**config.mk**
```make
export PLATFORM = sky130hd
export DESIGN_NAME = rtp_h264_fu_a_depacketizer
export DESIGN_NICKNAME = d
export VERILOG_FILES = /design/src/sv/rhfd_pkg.sv /design/src/sv/rtp_h264_fu_a_depacketizer.sv /design/src/sv/rhfd_front.sv /design/src/sv/rhfd_cmd_fifo.sv /design/src/sv/rhfd_back.sv
export SDC_FILE = /design/constraint.sdc
export NUM_CORES = 1
export LEC_CHECK = 0
export BUFFER_PORTS_ARGS = -buffer_cell sky130_fd_sc_hd__clkbuf_2
export CORE_MARGIN = 2
export CORE_UTILIZATION = 51
export CTS_BUF_LIST = sky130_fd_sc_hd__clkbuf_2
export CTS_CLUSTER_DIAMETER = 40
export DETAILED_ROUTE_END_ITERATION = 10
export MAX_ROUTING_LAYER = met4
export PLACE_DENSITY = 0.71
export SLEW_MARGIN = 20
export SYNTH_ARGS = -nofsm -noshare
export SYNTH_HDL_FRONTEND = slang
export SYNTH_SLANG_ARGS = --single-unit
```
**constraint.sdc**
```tcl
create_clock -name clock -period 3.6 [get_ports clock]
set_input_delay 0.72 -clock clock [delete_from_list [all_inputs] [get_ports clock]]
set_output_delay 0.72 -clock clock [all_outputs]
set_load 0.05 [all_outputs]
```
**src/sv/rhfd_pkg.sv**
```systemverilog
// Shared types and constants of the RTP H.264 FU-A depacketizer.
// No dependencies; every other file refers to it by scoped names.
package rhfd_pkg;

   localparam logic [4:0] FU_A_TYPE     = 5'd28;
   localparam logic [6:0] PT_RESET      = 7'd96;
   localparam int         CMD_DEPTH     = 4;
   localparam int         CMD_PTR_W     = $clog2(CMD_DEPTH);
   localparam int         CMD_CNT_W     = $clog2(CMD_DEPTH + 1);
   // start code (4 bytes) plus the byte that follows it
   localparam logic [2:0] START_RUN_LAST = 3'd4;
   localparam logic [2:0] START_CODE_ONE = 3'd3;

   typedef enum logic [6:0] {
      PH_HDR    = 7'b0000001,
      PH_SKIP   = 7'b0000010,
      PH_FIRST  = 7'b0000100,
      PH_FUHDR  = 7'b0001000,
      PH_SINGLE = 7'b0010000,
      PH_FUDATA = 7'b0100000,
      PH_DROP   = 7'b1000000
   } phase_type;

   typedef struct packed {
      logic [7:0] in_byte;
      logic       packet_end;
   } req_type;

   typedef struct packed {
      logic [7:0]  out_byte;
      logic        byte_valid;
      logic        end_of_nal;
      logic [31:0] rtp_timestamp;
      logic        last_of_run;
   } rsp_type;

   // One classified input byte: what the back end has to emit for it.
   typedef struct packed {
      logic        start_code;
      logic [7:0]  data;
      logic        byte_valid;
      logic        end_of_nal;
      logic [31:0] timestamp;
   } cmd_type;

endpackage

```
**src/sv/rtp_h264_fu_a_depacketizer.sv**
```systemverilog
// RTP H.264 depacketizer (single NAL and FU-A) with Annex-B output.
// A byte's results pass through the command queue and the output register. One
// packet byte per cycle is taken unless the queue is full; a start code burst
// of five results is absorbed by the four-entry queue; then push waits on full.
// Reset (synchronous): queues empty, parser in header phase, payload type 96.
module rtp_h264_fu_a_depacketizer (
   input  logic             clock,
   input  logic             reset,
   input  logic             req_push,
   output logic             req_full,
   input  rhfd_pkg::req_type req_data,
   output logic             rsp_empty,
   input  logic             rsp_pop,
   output rhfd_pkg::rsp_type rsp_data,
   input  logic             csr_wr_en,
   input  logic [6:0]       csr_wr_data
);

   logic              accept, cmd_push, cmd_pop, cmd_empty;
   rhfd_pkg::cmd_type cmd_in, cmd_head;

   assign accept = req_push && !req_full;

   rhfd_front u_front (
      .clock       (clock),
      .reset       (reset),
      .csr_wr_en   (csr_wr_en),
      .csr_wr_data (csr_wr_data),
      .accept      (accept),
      .req         (req_data),
      .cmd_push    (cmd_push),
      .cmd         (cmd_in)
   );

   rhfd_cmd_fifo u_fifo (
      .clock     (clock),
      .reset     (reset),
      .push      (cmd_push),
      .push_data (cmd_in),
      .pop       (cmd_pop),
      .head      (cmd_head),
      .full      (req_full),
      .empty     (cmd_empty)
   );

   rhfd_back u_back (
      .clock     (clock),
      .reset     (reset),
      .cmd       (cmd_head),
      .cmd_empty (cmd_empty),
      .cmd_pop   (cmd_pop),
      .rsp_empty (rsp_empty),
      .rsp_pop   (rsp_pop),
      .rsp_data  (rsp_data)
   );

   a_reset_empty: assert property (@(posedge clock) reset |=> rsp_empty)
      else $error("result pending after reset");

   a_marker_zero: assert property (@(posedge clock) disable iff (reset)
      (!rsp_empty && !rsp_data.byte_valid) |-> (rsp_data.out_byte == 8'd0 &&
       rsp_data.end_of_nal && rsp_data.last_of_run))
      else $error("marker result malformed");

   a_start_code: assert property (@(posedge clock) disable iff (reset)
      (!rsp_empty && !rsp_data.last_of_run) |->
      (rsp_data.byte_valid && !rsp_data.end_of_nal &&
       (rsp_data.out_byte == 8'd0 || rsp_data.out_byte == 8'd1)))
      else $error("start code byte malformed");

   a_eon_last: assert property (@(posedge clock) disable iff (reset)
      (!rsp_empty && rsp_data.end_of_nal) |-> rsp_data.last_of_run)
      else $error("end of NAL not on last result of run");

endmodule

```
**src/sv/rhfd_front.sv**
```systemverilog
// Front end: parses RTP header, extension and FU-A headers, one byte a cycle
// when accepted, turning each into at most one command. Depends on rhfd_pkg.
module rhfd_front (
   input  logic             clock,
   input  logic             reset,
   input  logic             csr_wr_en,
   input  logic [6:0]       csr_wr_data,
   input  logic             accept,
   input  rhfd_pkg::req_type req,
   output logic             cmd_push,
   output rhfd_pkg::cmd_type cmd
);

   logic [6:0]  pt_ff, pt_in;
   logic [3:0]  hcount_ff, hcount_in;
   logic [17:0] skip_ff, skip_in;
   logic        ext_ff, ext_in;
   logic [31:0] ts_ff, ts_in;
   rhfd_pkg::phase_type phase_ff, phase_in;
   logic        fu_open_ff, fu_open_in;
   logic [2:0]  fubits_ff, fubits_in;
   logic        end_seen_ff, end_seen_in;

   logic        closes, has_res, start_code, bvalid, eon;
   logic [7:0]  data;
   logic [7:0]  b;
   logic [17:0] skip_len;

   assign b        = req.in_byte;
   assign skip_len = {skip_ff[7:0], b, 2'b00};
   assign pt_in    = csr_wr_en ? csr_wr_data : pt_ff;

   always_comb begin
      hcount_in   = hcount_ff;
      skip_in     = skip_ff;
      ext_in      = ext_ff;
      ts_in       = ts_ff;
      phase_in    = phase_ff;
      fu_open_in  = fu_open_ff;
      fubits_in   = fubits_ff;
      end_seen_in = end_seen_ff;
      closes      = 1'b0;
      has_res     = 1'b0;
      start_code  = 1'b0;
      bvalid      = 1'b1;
      eon         = 1'b0;
      data        = b;
      case (phase_ff)
         rhfd_pkg::PH_HDR: begin
            if (hcount_ff == 4'd0) begin
               ext_in = b[4];
            end else if (hcount_ff == 4'd1) begin
               if (b[6:0] != pt_ff) phase_in = rhfd_pkg::PH_DROP;
            end else if (hcount_ff >= 4'd4 && hcount_ff <= 4'd7) begin
               ts_in = {ts_ff[23:0], b};
            end else if (hcount_ff == 4'd14) begin
               skip_in = {10'd0, b};
            end else if (hcount_ff == 4'd15) begin
               skip_in  = skip_len;
               phase_in = (skip_len != 18'd0) ? rhfd_pkg::PH_SKIP : rhfd_pkg::PH_FIRST;
            end
            if (phase_in == rhfd_pkg::PH_HDR) begin
               if (hcount_ff == 4'd11 && !ext_in) phase_in = rhfd_pkg::PH_FIRST;
               else hcount_in = hcount_ff + 4'd1;
            end
         end
         rhfd_pkg::PH_SKIP: begin
            skip_in = skip_ff - 18'd1;
            if (skip_in == 18'd0) phase_in = rhfd_pkg::PH_FIRST;
         end
         rhfd_pkg::PH_FIRST: begin
            if (b[4:0] == rhfd_pkg::FU_A_TYPE) begin
               fubits_in = b[7:5];
               phase_in  = rhfd_pkg::PH_FUHDR;
            end else begin
               start_code = 1'b1;
               has_res    = 1'b1;
               phase_in   = rhfd_pkg::PH_SINGLE;
               closes     = 1'b1;
            end
         end
         rhfd_pkg::PH_FUHDR: begin
            if (b[7]) begin
               // rebuild the NAL header only when no NAL is already open
               if (!fu_open_ff) begin
                  start_code = 1'b1;
                  has_res    = 1'b1;
                  data       = {fubits_ff, b[4:0]};
               end
               fu_open_in  = 1'b1;
               end_seen_in = 1'b0;
               phase_in    = rhfd_pkg::PH_FUDATA;
            end else if (!fu_open_ff) begin
               phase_in = rhfd_pkg::PH_DROP;
            end else begin
               end_seen_in = b[6];
               phase_in    = rhfd_pkg::PH_FUDATA;
               closes      = b[6];
            end
         end
         rhfd_pkg::PH_SINGLE: begin
            has_res = 1'b1;
            closes  = 1'b1;
         end
         rhfd_pkg::PH_FUDATA: begin
            has_res = 1'b1;
            closes  = end_seen_ff;
         end
         default: begin
         end
      endcase
      if (req.packet_end) begin
         if (closes) begin
            eon = 1'b1;
            // empty end fragment: a marker with no byte
            if (!has_res) begin
               has_res = 1'b1;
               data    = 8'd0;
               bvalid  = 1'b0;
            end
            if (phase_in == rhfd_pkg::PH_FUDATA) fu_open_in = 1'b0;
         end
         phase_in    = rhfd_pkg::PH_HDR;
         hcount_in   = 4'd0;
         skip_in     = 18'd0;
         ext_in      = 1'b0;
         end_seen_in = 1'b0;
      end
   end

   assign cmd_push       = accept && has_res;
   assign cmd.start_code = start_code;
   assign cmd.data       = data;
   assign cmd.byte_valid = bvalid;
   assign cmd.end_of_nal = eon;
   assign cmd.timestamp  = ts_ff;

   always_ff @(posedge clock) begin
      if (reset) begin
         pt_ff       <= rhfd_pkg::PT_RESET;
         hcount_ff   <= 4'd0;
         skip_ff     <= 18'd0;
         ext_ff      <= 1'b0;
         ts_ff       <= 32'd0;
         phase_ff    <= rhfd_pkg::PH_HDR;
         fu_open_ff  <= 1'b0;
         fubits_ff   <= 3'd0;
         end_seen_ff <= 1'b0;
      end else begin
         pt_ff <= pt_in;
         if (accept) begin
            hcount_ff   <= hcount_in;
            skip_ff     <= skip_in;
            ext_ff      <= ext_in;
            ts_ff       <= ts_in;
            phase_ff    <= phase_in;
            fu_open_ff  <= fu_open_in;
            fubits_ff   <= fubits_in;
            end_seen_ff <= end_seen_in;
         end
      end
   end

endmodule

```
**src/sv/rhfd_cmd_fifo.sv**
```systemverilog
// Short command queue between front and back end, held in flip-flops.
// Depends on rhfd_pkg.
module rhfd_cmd_fifo (
   input  logic             clock,
   input  logic             reset,
   input  logic             push,
   input  rhfd_pkg::cmd_type push_data,
   input  logic             pop,
   output rhfd_pkg::cmd_type head,
   output logic             full,
   output logic             empty
);

   rhfd_pkg::cmd_type slot_ff [rhfd_pkg::CMD_DEPTH];
   logic [rhfd_pkg::CMD_PTR_W-1:0] wr_ptr_ff, wr_ptr_in, rd_ptr_ff, rd_ptr_in;
   logic [rhfd_pkg::CMD_CNT_W-1:0] count_ff, count_in;
   logic do_push, do_pop;

   assign full    = (count_ff == rhfd_pkg::CMD_CNT_W'(rhfd_pkg::CMD_DEPTH));
   assign empty   = (count_ff == '0);
   assign do_push = push && !full;
   assign do_pop  = pop && !empty;
   assign head    = slot_ff[rd_ptr_ff];

   always_comb begin
      wr_ptr_in = do_push ? wr_ptr_ff + rhfd_pkg::CMD_PTR_W'(1) : wr_ptr_ff;
      rd_ptr_in = do_pop  ? rd_ptr_ff + rhfd_pkg::CMD_PTR_W'(1) : rd_ptr_ff;
      count_in  = count_ff;
      if (do_push && !do_pop) count_in = count_ff + rhfd_pkg::CMD_CNT_W'(1);
      else if (do_pop && !do_push) count_in = count_ff - rhfd_pkg::CMD_CNT_W'(1);
   end

   always_ff @(posedge clock) begin
      if (reset) begin
         wr_ptr_ff <= '0;
         rd_ptr_ff <= '0;
         count_ff  <= '0;
      end else begin
         wr_ptr_ff <= wr_ptr_in;
         rd_ptr_ff <= rd_ptr_in;
         count_ff  <= count_in;
      end
   end

   always_ff @(posedge clock) begin
      if (do_push) slot_ff[wr_ptr_ff] <= push_data;
   end

endmodule

```
**src/sv/rhfd_back.sv**
```systemverilog
// Back end: expands each command into one or five results (start code first)
// and holds the oldest result in an output register. Depends on rhfd_pkg.
module rhfd_back (
   input  logic             clock,
   input  logic             reset,
   input  rhfd_pkg::cmd_type cmd,
   input  logic             cmd_empty,
   output logic             cmd_pop,
   output logic             rsp_empty,
   input  logic             rsp_pop,
   output rhfd_pkg::rsp_type rsp_data
);

   logic [2:0]        step_ff, step_in;
   logic              out_valid_ff, out_valid_in;
   rhfd_pkg::rsp_type out_ff, out_in;
   logic              load, is_last;

   assign load    = !cmd_empty && (!out_valid_ff || rsp_pop);
   assign is_last = !cmd.start_code || (step_ff == rhfd_pkg::START_RUN_LAST);
   assign cmd_pop = load && is_last;

   always_comb begin
      out_in        = out_ff;
      out_valid_in  = out_valid_ff;
      step_in       = step_ff;
      if (rsp_pop) out_valid_in = 1'b0;
      if (load) begin
         out_valid_in           = 1'b1;
         out_in.rtp_timestamp   = cmd.timestamp;
         out_in.last_of_run     = is_last;
         out_in.end_of_nal      = is_last && cmd.end_of_nal;
         out_in.byte_valid      = is_last ? cmd.byte_valid : 1'b1;
         if (is_last) out_in.out_byte = cmd.data;
         else if (step_ff == rhfd_pkg::START_CODE_ONE) out_in.out_byte = 8'd1;
         else out_in.out_byte = 8'd0;
         // advance through the start code, rewind once the command is done
         step_in = is_last ? 3'd0 : step_ff + 3'd1;
      end
   end

   assign rsp_empty = !out_valid_ff;
   assign rsp_data  = out_ff;

   always_ff @(posedge clock) begin
      if (reset) begin
         step_ff      <= 3'd0;
         out_valid_ff <= 1'b0;
      end else begin
         step_ff      <= step_in;
         out_valid_ff <= out_valid_in;
      end
   end

   always_ff @(posedge clock) begin
      out_ff <= out_in;
   end

endmodule
```
Yosys cells after proc, flatten, opt, wreduce, memory -nomap -nowiden
Memory sizes are Yosys's and may differ from the RTL's. A register that Yosys moved wholly into a read port is not among the register bits.
Index checks and enable logic that the tools add are counted.

cells by class
  add/sub/neg operators = 7
  magnitude comparators = 2
  eq/ne operators = 22
  mux-type cells = 72
  bitwise logic cells = 2
  reductions and logical operators = 38

operators with widths
  kind                     number
  $mux W18                 6
  $mux W7                  13
  $mux W8                  7
  $pmux W18 S2             1
  $mux W1                  30
  $pmux W7 S4              1
  $logic_not A18 Y1        1
  $reduce_bool A18 Y1      1
  $sub A18 B1 Y18 const B  1
  $mux W4                  4
  $eq A7 B1 Y1 const B     2
  $eq A7 B6 Y1 const B     2
  $eq A4 B4 Y1 const B     3
  $mux W3                  4
  $logic_and A1 B1 Y1      11
  $reduce_bool A2 Y1       5
  $ne A3 B3 Y1 const B     3
  $eq A7 B2 Y1 const B     1
  $eq A7 B3 Y1 const B     1
  $eq A7 B4 Y1 const B     1
  $eq A7 B5 Y1 const B     1
  $logic_not A1 Y1         7
  $ne A7 B7 Y1             1
  $add A3 B1 Y3 const B    2
  27 further kinds         34

word-level totals
  flip-flop bits (word level) = 128
  bits in writable memories = 172
  input bits = 21
  output and inout port bits = 45
  logic and storage cells = 163
  memories kept = 1

memory list
  name            depth  width  rd ports  clocked after Yosys merged registers in  wr ports  RTL line             RTL
  u_fifo.slot_ff  4      43     1         1                                        1         rhfd_cmd_fifo.sv:14  rhfd_pkg::cmd_type slot_ff [rhfd_pkg::CMD_DEPTH];

Logic depth before layout (Yosys ltp)
Gate-level depths: netlist of the first run.

  depth after elaboration = 15
  mapped depth = 12
  depth with buffers taken out = 11

Cells and area by module
From an unflattened synthesis of the first run, not the netlist that was laid out.

second synthesis, totals
  cell total of the unflattened synthesis = 884
  area total of the unflattened synthesis = 12489.5 sq um

by module, submodules not included
  module                      instances  cells each  area an instance (sq um)  seq. area each (sq um)
  rhfd_cmd_fifo               1          273         6718.9                    5345.1
  rhfd_front                  1          526         4120.2                    1481.4
  rhfd_back                   1          84          1636.6                    1371.3
  rtp_h264_fu_a_depacketizer  1          1           13.8                      0.0

Worst setup path after synthesis of the first run
OpenSTA, ideal clock, no wires.

  kind = input to register
  from = input req_data[1] (netlist bit)
  to = memory u_fifo.slot_ff[0][0] (netlist bit) (enable)
  setup time = 0.405 ns
  arrival = 2.909 ns
  required time = 3.195 ns
  slack = 0.286 ns
  stages on the path = 7
  path buffers = 1
  cells stage by stage = clkbuf_1 -> nor2_1 -> a41o_1 -> o22ai_1 -> o221a_2 -> o31a_2 -> and2_1

on the way
  word-level cells in the longest chain between the ends = 9
  elaborated cells on any way between the ends = 10
  classes of those cells = eq/ne (1); mux (7); reduce/logical (2)

ends and longest elaborated chain
  what                                        RTL line                          RTL
  start: declaration                          rtp_h264_fu_a_depacketizer.sv:11  input rhfd_pkg::req_type req_data,
  $eq A5 B5 Y1 *                              rhfd_front.sv:72                  if (b[4:0] == rhfd_pkg::FU_A_TYPE) begin
  $mux W1 *                                   rhfd_front.sv:72
  $pmux W1 S4 or $pmux W1 S3 (tied branches)  rhfd_front.sv:48                  case (phase_ff)
  $mux W1                                     rhfd_front.sv:113                 if (closes) begin
  $mux W1 *                                   rhfd_front.sv:112                 if (req.packet_end) begin
  $logic_and A1 B1 Y1 *                       rhfd_front.sv:131                 assign cmd_push = accept && has_res;
  $logic_and A1 B1 Y1 *                       rhfd_cmd_fifo.sv:21               assign do_push = push && !full;
  named net u_fifo.do_push                    rhfd_cmd_fifo.sv:17               logic do_push, do_pop;
  $mux W1 *                                   rhfd_cmd_fifo.sv:46               if (do_push) slot_ff[wr_ptr_ff] <= push_data;
  $mux W1 (implied by the code) *             rhfd_cmd_fifo.sv:46
  end: declaration                            rhfd_cmd_fifo.sv:14

The timed path passes the listed nets; every way through them passes the cells marked *.

Worst setup path after layout of the first run
  from = register u_front.phase_ff[1]
  to = register u_fifo.count_ff[2] (netlist bit)

on the way
  word-level cells in the longest chain between the ends = 10
  elaborated cells on any way between the ends = 16
  classes of those cells = eq/ne (4); mux (5); reduce/logical (7)

ends and longest elaborated chain
  what                                          RTL line             RTL
  start: declaration                            rhfd_front.sv:19     rhfd_pkg::phase_type phase_ff, phase_in;
  start signal: assignment                      rhfd_front.sv:145    phase_ff <= rhfd_pkg::PH_HDR;
  start signal: assignment                      rhfd_front.sv:156    phase_ff <= phase_in;
  $eq A7 B5 Y1 or $eq A7 B6 Y1 (tied branches)  rhfd_front.sv:48
  $reduce_or A2 Y1 (no source line)             --
  $pmux W1 S3                                   rhfd_front.sv:48
  $mux W1                                       rhfd_front.sv:113
  $mux W1 *                                     rhfd_front.sv:112
  $logic_and A1 B1 Y1 *                         rhfd_front.sv:131
  $logic_and A1 B1 Y1 *                         rhfd_cmd_fifo.sv:21
  named net u_fifo.do_push                      rhfd_cmd_fifo.sv:17
  $logic_not A1 Y1                              rhfd_cmd_fifo.sv:30  else if (do_pop && !do_push) count_in = count_ff - rhfd_pkg::CMD_CNT_W'(1);
  $logic_and A1 B1 Y1                           rhfd_cmd_fifo.sv:30
  $reduce_bool A2 Y1 (no source line)           --
  end signal: assignment                        rhfd_cmd_fifo.sv:41  count_ff <= count_in;
  end: declaration                              rhfd_cmd_fifo.sv:16  logic [rhfd_pkg::CMD_CNT_W-1:0] count_ff, count_in;

Marked as above.
A chain may end at the register's enable or synchronous reset.

==> flow_summary.html, run 1 <==
<table>
<tr><th>Metric</th><th>Value</th></tr>
<tr><th colspan="2">Outcome</th></tr>
<tr><td>Status</td><td>complete, no violations</td></tr>
<tr><th colspan="2">Timing</th></tr>
<tr><td>Number of setup violations in the final report</td><td>0</td></tr>
<tr><td>Sum of negative setup slack</td><td>0 ns</td></tr>
<tr><td>Worst slew pin tran</td><td>~1 ns</td></tr>
<tr><td>Relative slew slack</td><td>34.1%</td></tr>
<tr><td>Max Transition Viols Final</td><td>0</td></tr>
<tr><td>Final critical delay including setup and external delays</td><td>~3.3 ns</td></tr>
<tr><td>Hold Worst Slack</td><td>~0.14 ns</td></tr>
<tr><td>Hold violation total from the final report</td><td>0</td></tr>
<tr><td>RSZ-0062 raised after global routing</td><td>no</td></tr>
<tr><td>Clk_skew</td><td>approximately 0.043 ns</td></tr>
<tr><td>Highest clock frequency the design can meet</td><td>300 MHz</td></tr>
<tr><td>Final worst-path cycle share</td><td>92.6%</td></tr>
<tr><th colspan="2">GRT</th></tr>
<tr><td>Busiest metal layer after global routing</td><td>met2</td></tr>
<tr><td>Met2 demand-to-capacity share in global routing</td><td>between 30 and 40%</td></tr>
<tr><td>Met1 capacity usage during global routing</td><td>a little over a quarter</td></tr>
<tr><td>Maximum number of pins on one net before global-route repair</td><td>between 40 and 50</td></tr>
<tr><td>Global route overflow</td><td>0</td></tr>
<tr><td>Via count of the first global-routing pass</td><td>just under 8000</td></tr>
<tr><td>Grt met3 use</td><td>roughly 5.0%</td></tr>
<tr><td>Antenna violations before repair</td><td>1</td></tr>
<tr><td>Wire length of the first global-routing pass</td><td>between 40000 and 50000 um</td></tr>
<tr><td>Total Routing Usage GR</td><td>a little over a fifth</td></tr>
<tr><th colspan="2">Synthesis</th></tr>
<tr><td>Avg Cell Area, Syn</td><td>between 10 and 15 um^2</td></tr>
<tr><td>Ys async rst share</td><td>0%</td></tr>
<tr><td>Most numerous cell types in the synthesized netlist</td><td>sky130_fd_sc_hd__edfxtp_1, sky130_fd_sc_hd__nand2_1, sky130_fd_sc_hd__dfxtp_1</td></tr>
<tr><td>Number of enable-type register cells in the synthesized netlist</td><td>between 200 and 250</td></tr>
<tr><td>Cells after synthesis</td><td>approximately 900</td></tr>
<tr><td>Total number of yosys warnings</td><td>0</td></tr>
<tr><td>Cell area after synthesis</td><td>~12000 um^2</td></tr>
<tr><td>Most area-consuming cells after synthesis</td><td>sky130_fd_sc_hd__edfxtp_1, sky130_fd_sc_hd__dfxtp_1, sky130_fd_sc_hd__mux4_2, sky130_fd_sc_hd__nand2_1, sky130_fd_sc_hd__a21oi_1</td></tr>
<tr><td>Synthesized netlist net count</td><td>929</td></tr>
<tr><td>Share of the synthesized area in the top cell type</td><td>a little over half</td></tr>
<tr><td>Top flip-flop cell by instance count after synthesis</td><td>sky130_fd_sc_hd__edfxtp_1</td></tr>
<tr><td>Library cell occupying the most area in the post-synthesis netlist</td><td>sky130_fd_sc_hd__edfxtp_1</td></tr>
<tr><td>Most instantiated library cell after synthesis</td><td>sky130_fd_sc_hd__edfxtp_1</td></tr>
<tr><td>Sequential cell area fraction in the yosys report</td><td>66.5%</td></tr>
<tr><td>FF+latch count, synth</td><td>around 300</td></tr>
<tr><td>Library cells used by synthesis</td><td>70</td></tr>
<tr><th colspan="2">Cells and area</th></tr>
<tr><td>Finished Layout Cells</td><td>~1400</td></tr>
<tr><td>Area added between synthesis and finish</td><td>11.8%</td></tr>
<tr><td>Share of post-route cells with drive strength above 1</td><td>between 20% and 30%</td></tr>
<tr><td>Final std cell area, no fill</td><td>between 10000 and 15000 um^2</td></tr>
<tr><td>Filler instances</td><td>~2000</td></tr>
<tr><td>Nets</td><td>about 1000</td></tr>
<tr><th colspan="2">Placed design</th></tr>
<tr><td>Number of buffer cells added on primary ports</td><td>65</td></tr>
<tr><td>Number of placed cells counting well taps</td><td>between 1000 and 1500</td></tr>
<tr><td>Placer's final routability congestion estimate</td><td>roughly 0.9</td></tr>
<tr><td>Placed cell areas</td><td>about 13000 um^2</td></tr>
<tr><td>HPWL Detailed</td><td>15400 um</td></tr>
<tr><th colspan="2">Floorplanning</th></tr>
<tr><td>Chip Width</td><td>159 um</td></tr>
<tr><td>Initial core utilization</td><td>52.2%</td></tr>
<tr><td>Total I/O pin count</td><td>66</td></tr>
<tr><td>Standard-cell rows</td><td>56</td></tr>
<tr><td>Die outline height</td><td>~160 um</td></tr>
<tr><td>DIE AREA</td><td>25400 um^2</td></tr>
<tr><td>Placeable core region</td><td>around 24000 um^2</td></tr>
<tr><th colspan="2">Clock network</th></tr>
<tr><td>Post-CTS setup buffer count</td><td>0</td></tr>
<tr><td>Number of hold buffers added after cts</td><td>0</td></tr>
<tr><td>Count of cells resized by post-cts repair</td><td>0</td></tr>
<tr><td>Number of H-tree levels</td><td>3</td></tr>
<tr><td>Clock sink count</td><td>~300</td></tr>
<tr><td>Clock buffer count from CTS</td><td>78</td></tr>
<tr><td>Clock slew at the register clock pins of the worst setup and hold paths</td><td>0.10 ns</td></tr>
<tr><td>CTS max path bufs</td><td>3</td></tr>
<tr><td>Clock root buffer</td><td>sky130_fd_sc_hd__clkbuf_2</td></tr>
<tr><td>Later-pin clock latency in the skew report</td><td>a little over 0.8 ns</td></tr>
<tr><td>TritonCTS clock tree</td><td>done</td></tr>
<tr><th colspan="2">Drt</th></tr>
<tr><td>Sum of routed wire length over all layers</td><td>between 20000 and 30000 um</td></tr>
<tr><td>Avg WL per Cell</td><td>18.3 um</td></tr>
<tr><td>Remaining routing DRC violations</td><td>0</td></tr>
<tr><td>DRC marker count from the first detailed-route iteration</td><td>approximately 470</td></tr>
<tr><td>Number of search-and-repair iterations in the first detailed-routing pass</td><td>5</td></tr>
<tr><td>Via count normalized by instance count</td><td>around 5.5</td></tr>
<tr><td>Via count of the routed design</td><td>7639</td></tr>
<tr><td>Antenna-violating nets left</td><td>0</td></tr>
<tr><th colspan="2">Worst setup path</th></tr>
<tr><td>Register-to-register path setup slack</td><td>approximately 0.26 ns</td></tr>
<tr><td>Worst r2r path cells</td><td>11</td></tr>
<tr><td>Launch point of the worst path</td><td>u_front.phase_ff[1]</td></tr>
<tr><td>Crit Path Category</td><td>reg2reg</td></tr>
<tr><td>Critical path required time</td><td>~4.3 ns</td></tr>
<tr><td>R2r startpoint</td><td>u_front.phase_ff[1]</td></tr>
<tr><td>Sort of element at the end of the critical path</td><td>flop</td></tr>
<tr><td>R2R Path End</td><td>u_fifo.count_ff[2]</td></tr>
<tr><td>Highest net fanout along the worst path</td><td>7</td></tr>
<tr><td>Startpoint class of the critical path</td><td>flop</td></tr>
<tr><td>Worst Path Arrival</td><td>4.08 ns</td></tr>
<tr><td>Critical Path End</td><td>u_fifo.count_ff[2]</td></tr>
<tr><th colspan="2">Power</th></tr>
<tr><td>Power density of the placed cells</td><td>~560 nW/um^2</td></tr>
<tr><td>Leakage power total</td><td>about 5.1 nW</td></tr>
<tr><td>Maximum ir drop on the vdd rail</td><td>between 200 and 250 uV</td></tr>
<tr><th colspan="2">Flow run</th></tr>
<tr><td>Number of max-capacitance violations reported</td><td>0</td></tr>
<tr><th colspan="2">Worst hold path</th></tr>
<tr><td>Worst hold-check path type</td><td>in2reg</td></tr>
</table>
-- worst min-delay path by stage --
stage | start | end | slack, ns | depth (start not counted)
2_1_floorplan | u_back.out_valid_ff | u_back.out_valid_ff | 0.45 | 2
3_3_place_gp | u_back.out_valid_ff | u_back.out_valid_ff | 0.46 | 2
3_5_place_dp | u_back.out_valid_ff | u_back.out_valid_ff | 0.47 | 2
4_1_cts | csr_wr_data[6] | u_front.pt_ff[6] | 0.08 | 3
5_1_grt | csr_wr_data[6] | u_front.pt_ff[6] | 0.06 | 3
6_report | csr_wr_data[6] | u_front.pt_ff[6] | 0.14 | 3
-- where the power goes --
group / leakage, nW / switching [mW] / internal [mW] / total (mW)
Clock: 0.579 / 1.39 / 1.08 / 2.47
Sequential: 2.89 / 0.0657 / 3.92 / 3.99
Combinational: 1.65 / 0.960 / 0.292 / 1.25
Total: 5.11 / 2.41 / 5.29 / 7.70
-- cell usage in the layout, fill, tap and decap left out, types with 4 or more instances in the layout --
| cell type | netlist | routed |
|---|---|---|
| sky130_fd_sc_hd__o21ai_0 | 22 | 22 |
| sky130_fd_sc_hd__xnor2_1 | 19 | 19 |
| sky130_fd_sc_hd__and2_2 | 0 | 4 |
| sky130_fd_sc_hd__nor2b_1 | 17 | 17 |
| sky130_fd_sc_hd__a31oi_1 | 4 | 4 |
| sky130_fd_sc_hd__ha_1 | 14 | 14 |
| sky130_fd_sc_hd__nand3_1 | 23 | 23 |
| sky130_fd_sc_hd__mux2i_1 | 19 | 19 |
| sky130_fd_sc_hd__a22oi_1 | 9 | 9 |
| sky130_fd_sc_hd__mux4_2 | 43 | 43 |
| sky130_fd_sc_hd__nand3b_1 | 5 | 5 |
| sky130_fd_sc_hd__edfxtp_1 | 215 | 215 |
| sky130_fd_sc_hd__nand2b_1 | 5 | 5 |
| sky130_fd_sc_hd__a21oi_1 | 58 | 58 |
| sky130_fd_sc_hd__buf_4 | 5 | 21 |
| sky130_fd_sc_hd__nor2_1 | 58 | 58 |
| sky130_fd_sc_hd__nor4_1 | 9 | 9 |
| sky130_fd_sc_hd__nand2_1 | 101 | 101 |
| sky130_fd_sc_hd__nor3_1 | 13 | 13 |
| sky130_fd_sc_hd__o211ai_1 | 7 | 7 |
| sky130_fd_sc_hd__clkbuf_2 | 1 | 178 |
| sky130_fd_sc_hd__or3_1 | 7 | 7 |
| sky130_fd_sc_hd__clkinv_1 | 1 | 21 |
| sky130_fd_sc_hd__xor2_1 | 7 | 7 |
| sky130_fd_sc_hd__inv_1 | 23 | 22 |
| sky130_fd_sc_hd__dfxtp_1 | 87 | 85 |
| sky130_fd_sc_hd__nand4_1 | 5 | 5 |
| sky130_fd_sc_hd__clkinv_2 | 0 | 5 |
-- area by class of cell --
type | count | area, um^2 | area share (%)
antenna | 1 | 2.50 | 0.0182
clock buffer | 113 | 566 | 4.10
clock inverter | 33 | 228 | 1.65
inverter | 24 | 90.1 | 0.654
multi-input combinational | 511 | 3800 | 27.5
sequential | 302 | 8200 | 59.5
tap | 319 | 399 | 2.90
timing repair buffer | 87 | 503 | 3.65
-- sequential cells by signal (all words and copies together), names as in the netlist, 4 cells and up, named ones only --
| signal | flops |
|---|---|
| u_fifo.slot_ff | 172 |
| u_back.rsp_data | 43 |
| u_front.ts_ff | 32 |
| u_front.skip_ff | 18 |
| u_front.phase_ff | 7 |
| u_front.pt_ff | 7 |
| u_front.hcount_ff | 4 |
-- cells by family (layout without fill, tap and decap cells) --
| logic type | Yosys count | count (layout) | synth area share, % |
|---|---|---|---|
| other | 0 | 1 | 0 |
| adders and majority gates | 15 | 15 | 1.58 |
| muxes | 65 | 65 | 9.67 |
| xor gates and xnor gates | 26 | 26 | 1.85 |
| and+or+nand+nor | 274 | 274 | 10.9 |
| buffers and inverters | 80 | 257 | 2.86 |
| AOI/OAI and AO/OA | 131 | 131 | 6.61 |
| DFF | 302 | 302 | 66.5 |
-- worst max-delay path: stages (launching register included) --
cell and delay, ns:
sky130_fd_sc_hd__dfxtp_1 0.37, sky130_fd_sc_hd__nor2_1 0.21, sky130_fd_sc_hd__or4b_2 0.65, sky130_fd_sc_hd__a21oi_2 0.20
sky130_fd_sc_hd__o221a_2 0.29, sky130_fd_sc_hd__o31a_2 0.23, sky130_fd_sc_hd__ha_1 0.21, sky130_fd_sc_hd__inv_1 0.07
sky130_fd_sc_hd__fa_1 0.42, sky130_fd_sc_hd__xor2_1 0.15, sky130_fd_sc_hd__or3_1 0.31, sky130_fd_sc_hd__a21oi_1 0.15
-- metrics by stage --
stage	util (%)	power, mW	setup slack (ns)
floorplan	-	5.05	0.286
global placement	55.0	5.33	0.373
detailed placement	55.0	5.34	0.304
CTS	58.4	7.82	0.279
global route	58.4	8.07	0.0664
finish	58.4	7.70	0.265
-- routing by layer --
| metal | vias up | part of all wire [%] |
|---|---|---|
| li1 | 3623 | - |
| met2 | 268 | 49 |
| met3 | 28 | 6.4 |
| met4 | 0 | 1.4 |
| met5 | - | 0 |
| met1 | 3720 | 43 |
Power figures use the tool's default switching activity.
==> run 2, diff against run 1 <==
==> constraint.sdc (replaced) <==
create_clock -name clock -period 3.6 [get_ports clock]
set_input_delay 0.18 -clock clock [delete_from_list [all_inputs] [get_ports clock]]
set_output_delay 0.18 -clock clock [all_outputs]
set_load 0.05 [all_outputs]
==> run 2 against run 1 <==
Against the previous run:
- setup slack better by 0.015 ns
- register-to-register slack about the same
- cell area up 1.7%
- clock skew up 0.034 ns
- power down 1.9%
- flip-flop and latch count unchanged
- global-route usage down 0.44 points
- combinational power about the same
- hold slack better by 0.038 ns
- highest routed layer unchanged
==> flow_summary.html, run 2 (synthesis gave the netlist of run 1 again) <==
<table>
<tr><th>Metric</th><th>Value</th></tr>
<tr><th colspan="2">Cells and area</th></tr>
<tr><td>Most common library cell in the layout ignoring fill and taps</td><td>sky130_fd_sc_hd__edfxtp_1</td></tr>
<tr><td>Register with the most flip-flops</td><td>u_fifo.slot_ff</td></tr>
<tr><td>Share of post-route cells with drive strength above 1</td><td>25.6%</td></tr>
<tr><td>Final std cell area, no fill</td><td>14000 um^2</td></tr>
<tr><td>Area added between synthesis and finish</td><td>13.7%</td></tr>
<tr><td>Highest-count cells in the layout ignoring fill and taps</td><td>sky130_fd_sc_hd__edfxtp_1, sky130_fd_sc_hd__clkbuf_2, sky130_fd_sc_hd__nand2_1</td></tr>
<tr><td>Number of flip-flops in the largest register</td><td>approximately 170</td></tr>
<tr><td>Nets</td><td>~1100</td></tr>
<tr><th colspan="2">Drt</th></tr>
<tr><td>Via count normalized by instance count</td><td>between 5 and 6</td></tr>
<tr><td>Sum of routed wire length over all layers</td><td>approximately 25000 um</td></tr>
<tr><td>Remaining routing DRC violations</td><td>0</td></tr>
<tr><td>Number of search-and-repair iterations in the first detailed-routing pass</td><td>5</td></tr>
<tr><td>DRC marker count from the first detailed-route iteration</td><td>531</td></tr>
<tr><td>Antenna-violating nets left</td><td>0</td></tr>
<tr><td>Avg WL per Cell</td><td>roughly 18 um</td></tr>
<tr><td>Via count of the routed design</td><td>7720</td></tr>
<tr><th colspan="2">Power</th></tr>
<tr><td>Maximum ir drop on the vdd rail</td><td>257 uV</td></tr>
<tr><td>Leakage power total</td><td>5.19 nW</td></tr>
<tr><td>Power density of the placed cells</td><td>approximately 540 nW/um^2</td></tr>
<tr><td>Power consumption</td><td>7.56 mW</td></tr>
<tr><th colspan="2">Floorplanning</th></tr>
<tr><td>Die outline height</td><td>between 150 and 200 um</td></tr>
<tr><td>Standard-cell rows</td><td>between 50 and 60</td></tr>
<tr><td>DIE AREA</td><td>~25000 um^2</td></tr>
<tr><td>Chip Width</td><td>between 150 and 200 um</td></tr>
<tr><td>Total I/O pin count</td><td>66</td></tr>
<tr><td>Placeable core region</td><td>approximately 24000 um^2</td></tr>
<tr><td>Initial core utilization</td><td>roughly 52%</td></tr>
<tr><th colspan="2">Timing</th></tr>
<tr><td>Relative slew slack</td><td>a little over a third</td></tr>
<tr><td>Sum of negative setup slack</td><td>0 ns</td></tr>
<tr><td>Hold violation total from the final report</td><td>0</td></tr>
<tr><td>RSZ-0062 raised after global routing</td><td>no</td></tr>
<tr><td>Final worst-path cycle share</td><td>between 90% and 100%</td></tr>
<tr><td>Number of setup violations in the final report</td><td>0</td></tr>
<tr><td>Clk_skew</td><td>0.0774 ns</td></tr>
<tr><td>Highest clock frequency the design can meet</td><td>between 300 and 400 MHz</td></tr>
<tr><td>Final critical delay including setup and external delays</td><td>about 3.3 ns</td></tr>
<tr><td>Max Transition Viols Final</td><td>0</td></tr>
<tr><td>Worst slew pin tran</td><td>0.956 ns</td></tr>
<tr><th colspan="2">Clock network</th></tr>
<tr><td>Clock root buffer</td><td>sky130_fd_sc_hd__clkbuf_2</td></tr>
<tr><td>Clock buffer count from CTS</td><td>75</td></tr>
<tr><td>Clock slew at the register clock pins of the worst setup and hold paths</td><td>around 0.1 ns</td></tr>
<tr><td>TritonCTS clock tree</td><td>done</td></tr>
<tr><td>Clock sink count</td><td>302</td></tr>
<tr><td>Number of hold buffers added after cts</td><td>30</td></tr>
<tr><td>Later-pin clock latency in the skew report</td><td>~0.85 ns</td></tr>
<tr><td>Post-CTS setup buffer count</td><td>0</td></tr>
<tr><td>CTS max path bufs</td><td>3</td></tr>
<tr><td>Number of H-tree levels</td><td>3</td></tr>
<tr><td>Count of cells resized by post-cts repair</td><td>0</td></tr>
<tr><th colspan="2">GRT</th></tr>
<tr><td>Maximum number of pins on one net before global-route repair</td><td>46</td></tr>
<tr><td>Via count of the first global-routing pass</td><td>roughly 7700</td></tr>
<tr><td>Antenna violations before repair</td><td>1</td></tr>
<tr><td>Global route overflow</td><td>0</td></tr>
<tr><td>Total Routing Usage GR</td><td>between 20 and 25%</td></tr>
<tr><td>Wire length of the first global-routing pass</td><td>40000 um</td></tr>
<tr><th colspan="2">Placed design</th></tr>
<tr><td>HPWL Detailed</td><td>~15000 um</td></tr>
<tr><td>Placer's final routability congestion estimate</td><td>about 0.87</td></tr>
<tr><td>Placed cell areas</td><td>~13000 um^2</td></tr>
<tr><td>Number of buffer cells added on primary ports</td><td>65</td></tr>
<tr><th colspan="2">Worst setup path</th></tr>
<tr><td>Sort of element at the end of the critical path</td><td>flop</td></tr>
<tr><td>Worst r2r path cells</td><td>11</td></tr>
<tr><td>Crit Path Category</td><td>reg2reg</td></tr>
<tr><td>Critical path required time</td><td>~4.3 ns</td></tr>
<tr><td>Startpoint class of the critical path</td><td>flop</td></tr>
<tr><td>Worst Path Arrival</td><td>between 4 and 5 ns</td></tr>
<tr><td>Highest net fanout along the worst path</td><td>7</td></tr>
<tr><th colspan="2">Outcome</th></tr>
<tr><td>Status</td><td>complete, no violations</td></tr>
<tr><th colspan="2">Flow run</th></tr>
<tr><td>Number of max-capacitance violations reported</td><td>0</td></tr>
<tr><th colspan="2">Worst hold path</th></tr>
<tr><td>Cells on Worst Hold Path</td><td>5</td></tr>
<tr><td>Worst hold-check path type</td><td>in2reg</td></tr>
</table>
## run 2: per-layer routing
metal  GRT usage (%)  up-vias  wire (um)
li1                -     3652          -
met1            26.0     3772      10900
met2            32.6      253      12100
met3            4.17       43       1440
met4            7.77        0        471
met5               -        -          0
## run 2: area by class of cell
class                   count  area (um^2)
fillers                  1874         9600
clock buffers             119          596
well taps                 319          399
diodes                      1         2.50
flip-flops and latches    302         8200
multi-input cells         511         3800
inverters                  24         90.1
clock inverters            21          134
repair buffers            111          796
## run 2: final timing paths
kind | startpoint | endpoint | slack, ns
setup / recovery | u_front.phase_ff[1] | u_fifo.count_ff[2] | 0.28
hold / removal | rsp_pop | u_back.out_valid_ff | 0.17
setup reg to reg | u_front.phase_ff[1] | u_fifo.count_ff[2] | 0.28
hold reg to reg | u_front.ts_ff[23] | u_front.ts_ff[31] | 0.45
## run 2: through the flow
stage | utilization [%] | instances | hold slack, ns | setup slack [ns]
finish | 59.3 | 1408 | 0.173 | 0.280
global route | 59.3 | 1408 | 0.155 | 0.0672
CTS | 59.3 | 1407 | 0.0902 | 0.311
detailed placement | 55.0 | 1237 | 0.410 | 0.307
global placement | 55.0 | 1237 | 0.402 | 0.398
floorplan | - | 893 | 0.309 | 0.357
## run 2: where the power goes
part           total, mW  leakage (nW)  internal (mW)  switching (mW)
Clock               2.30         0.548          0.958            1.35
Combinational       1.27          1.76          0.312           0.960
Sequential          3.98          2.89           3.92          0.0644
Total               7.56          5.19           5.19            2.37
## run 2: worst max-delay path, cell delays in order, from the launching register on
cell                      delay, ns
sky130_fd_sc_hd__dfxtp_1       0.37
sky130_fd_sc_hd__nor2_1        0.22
sky130_fd_sc_hd__or4b_2        0.65
sky130_fd_sc_hd__a21oi_2       0.19
sky130_fd_sc_hd__o221a_2       0.28
sky130_fd_sc_hd__o31a_2        0.23
sky130_fd_sc_hd__ha_1          0.22
sky130_fd_sc_hd__inv_1         0.07
sky130_fd_sc_hd__fa_1          0.43
sky130_fd_sc_hd__xor2_1        0.15
sky130_fd_sc_hd__or3_1         0.30
sky130_fd_sc_hd__a21oi_1       0.14
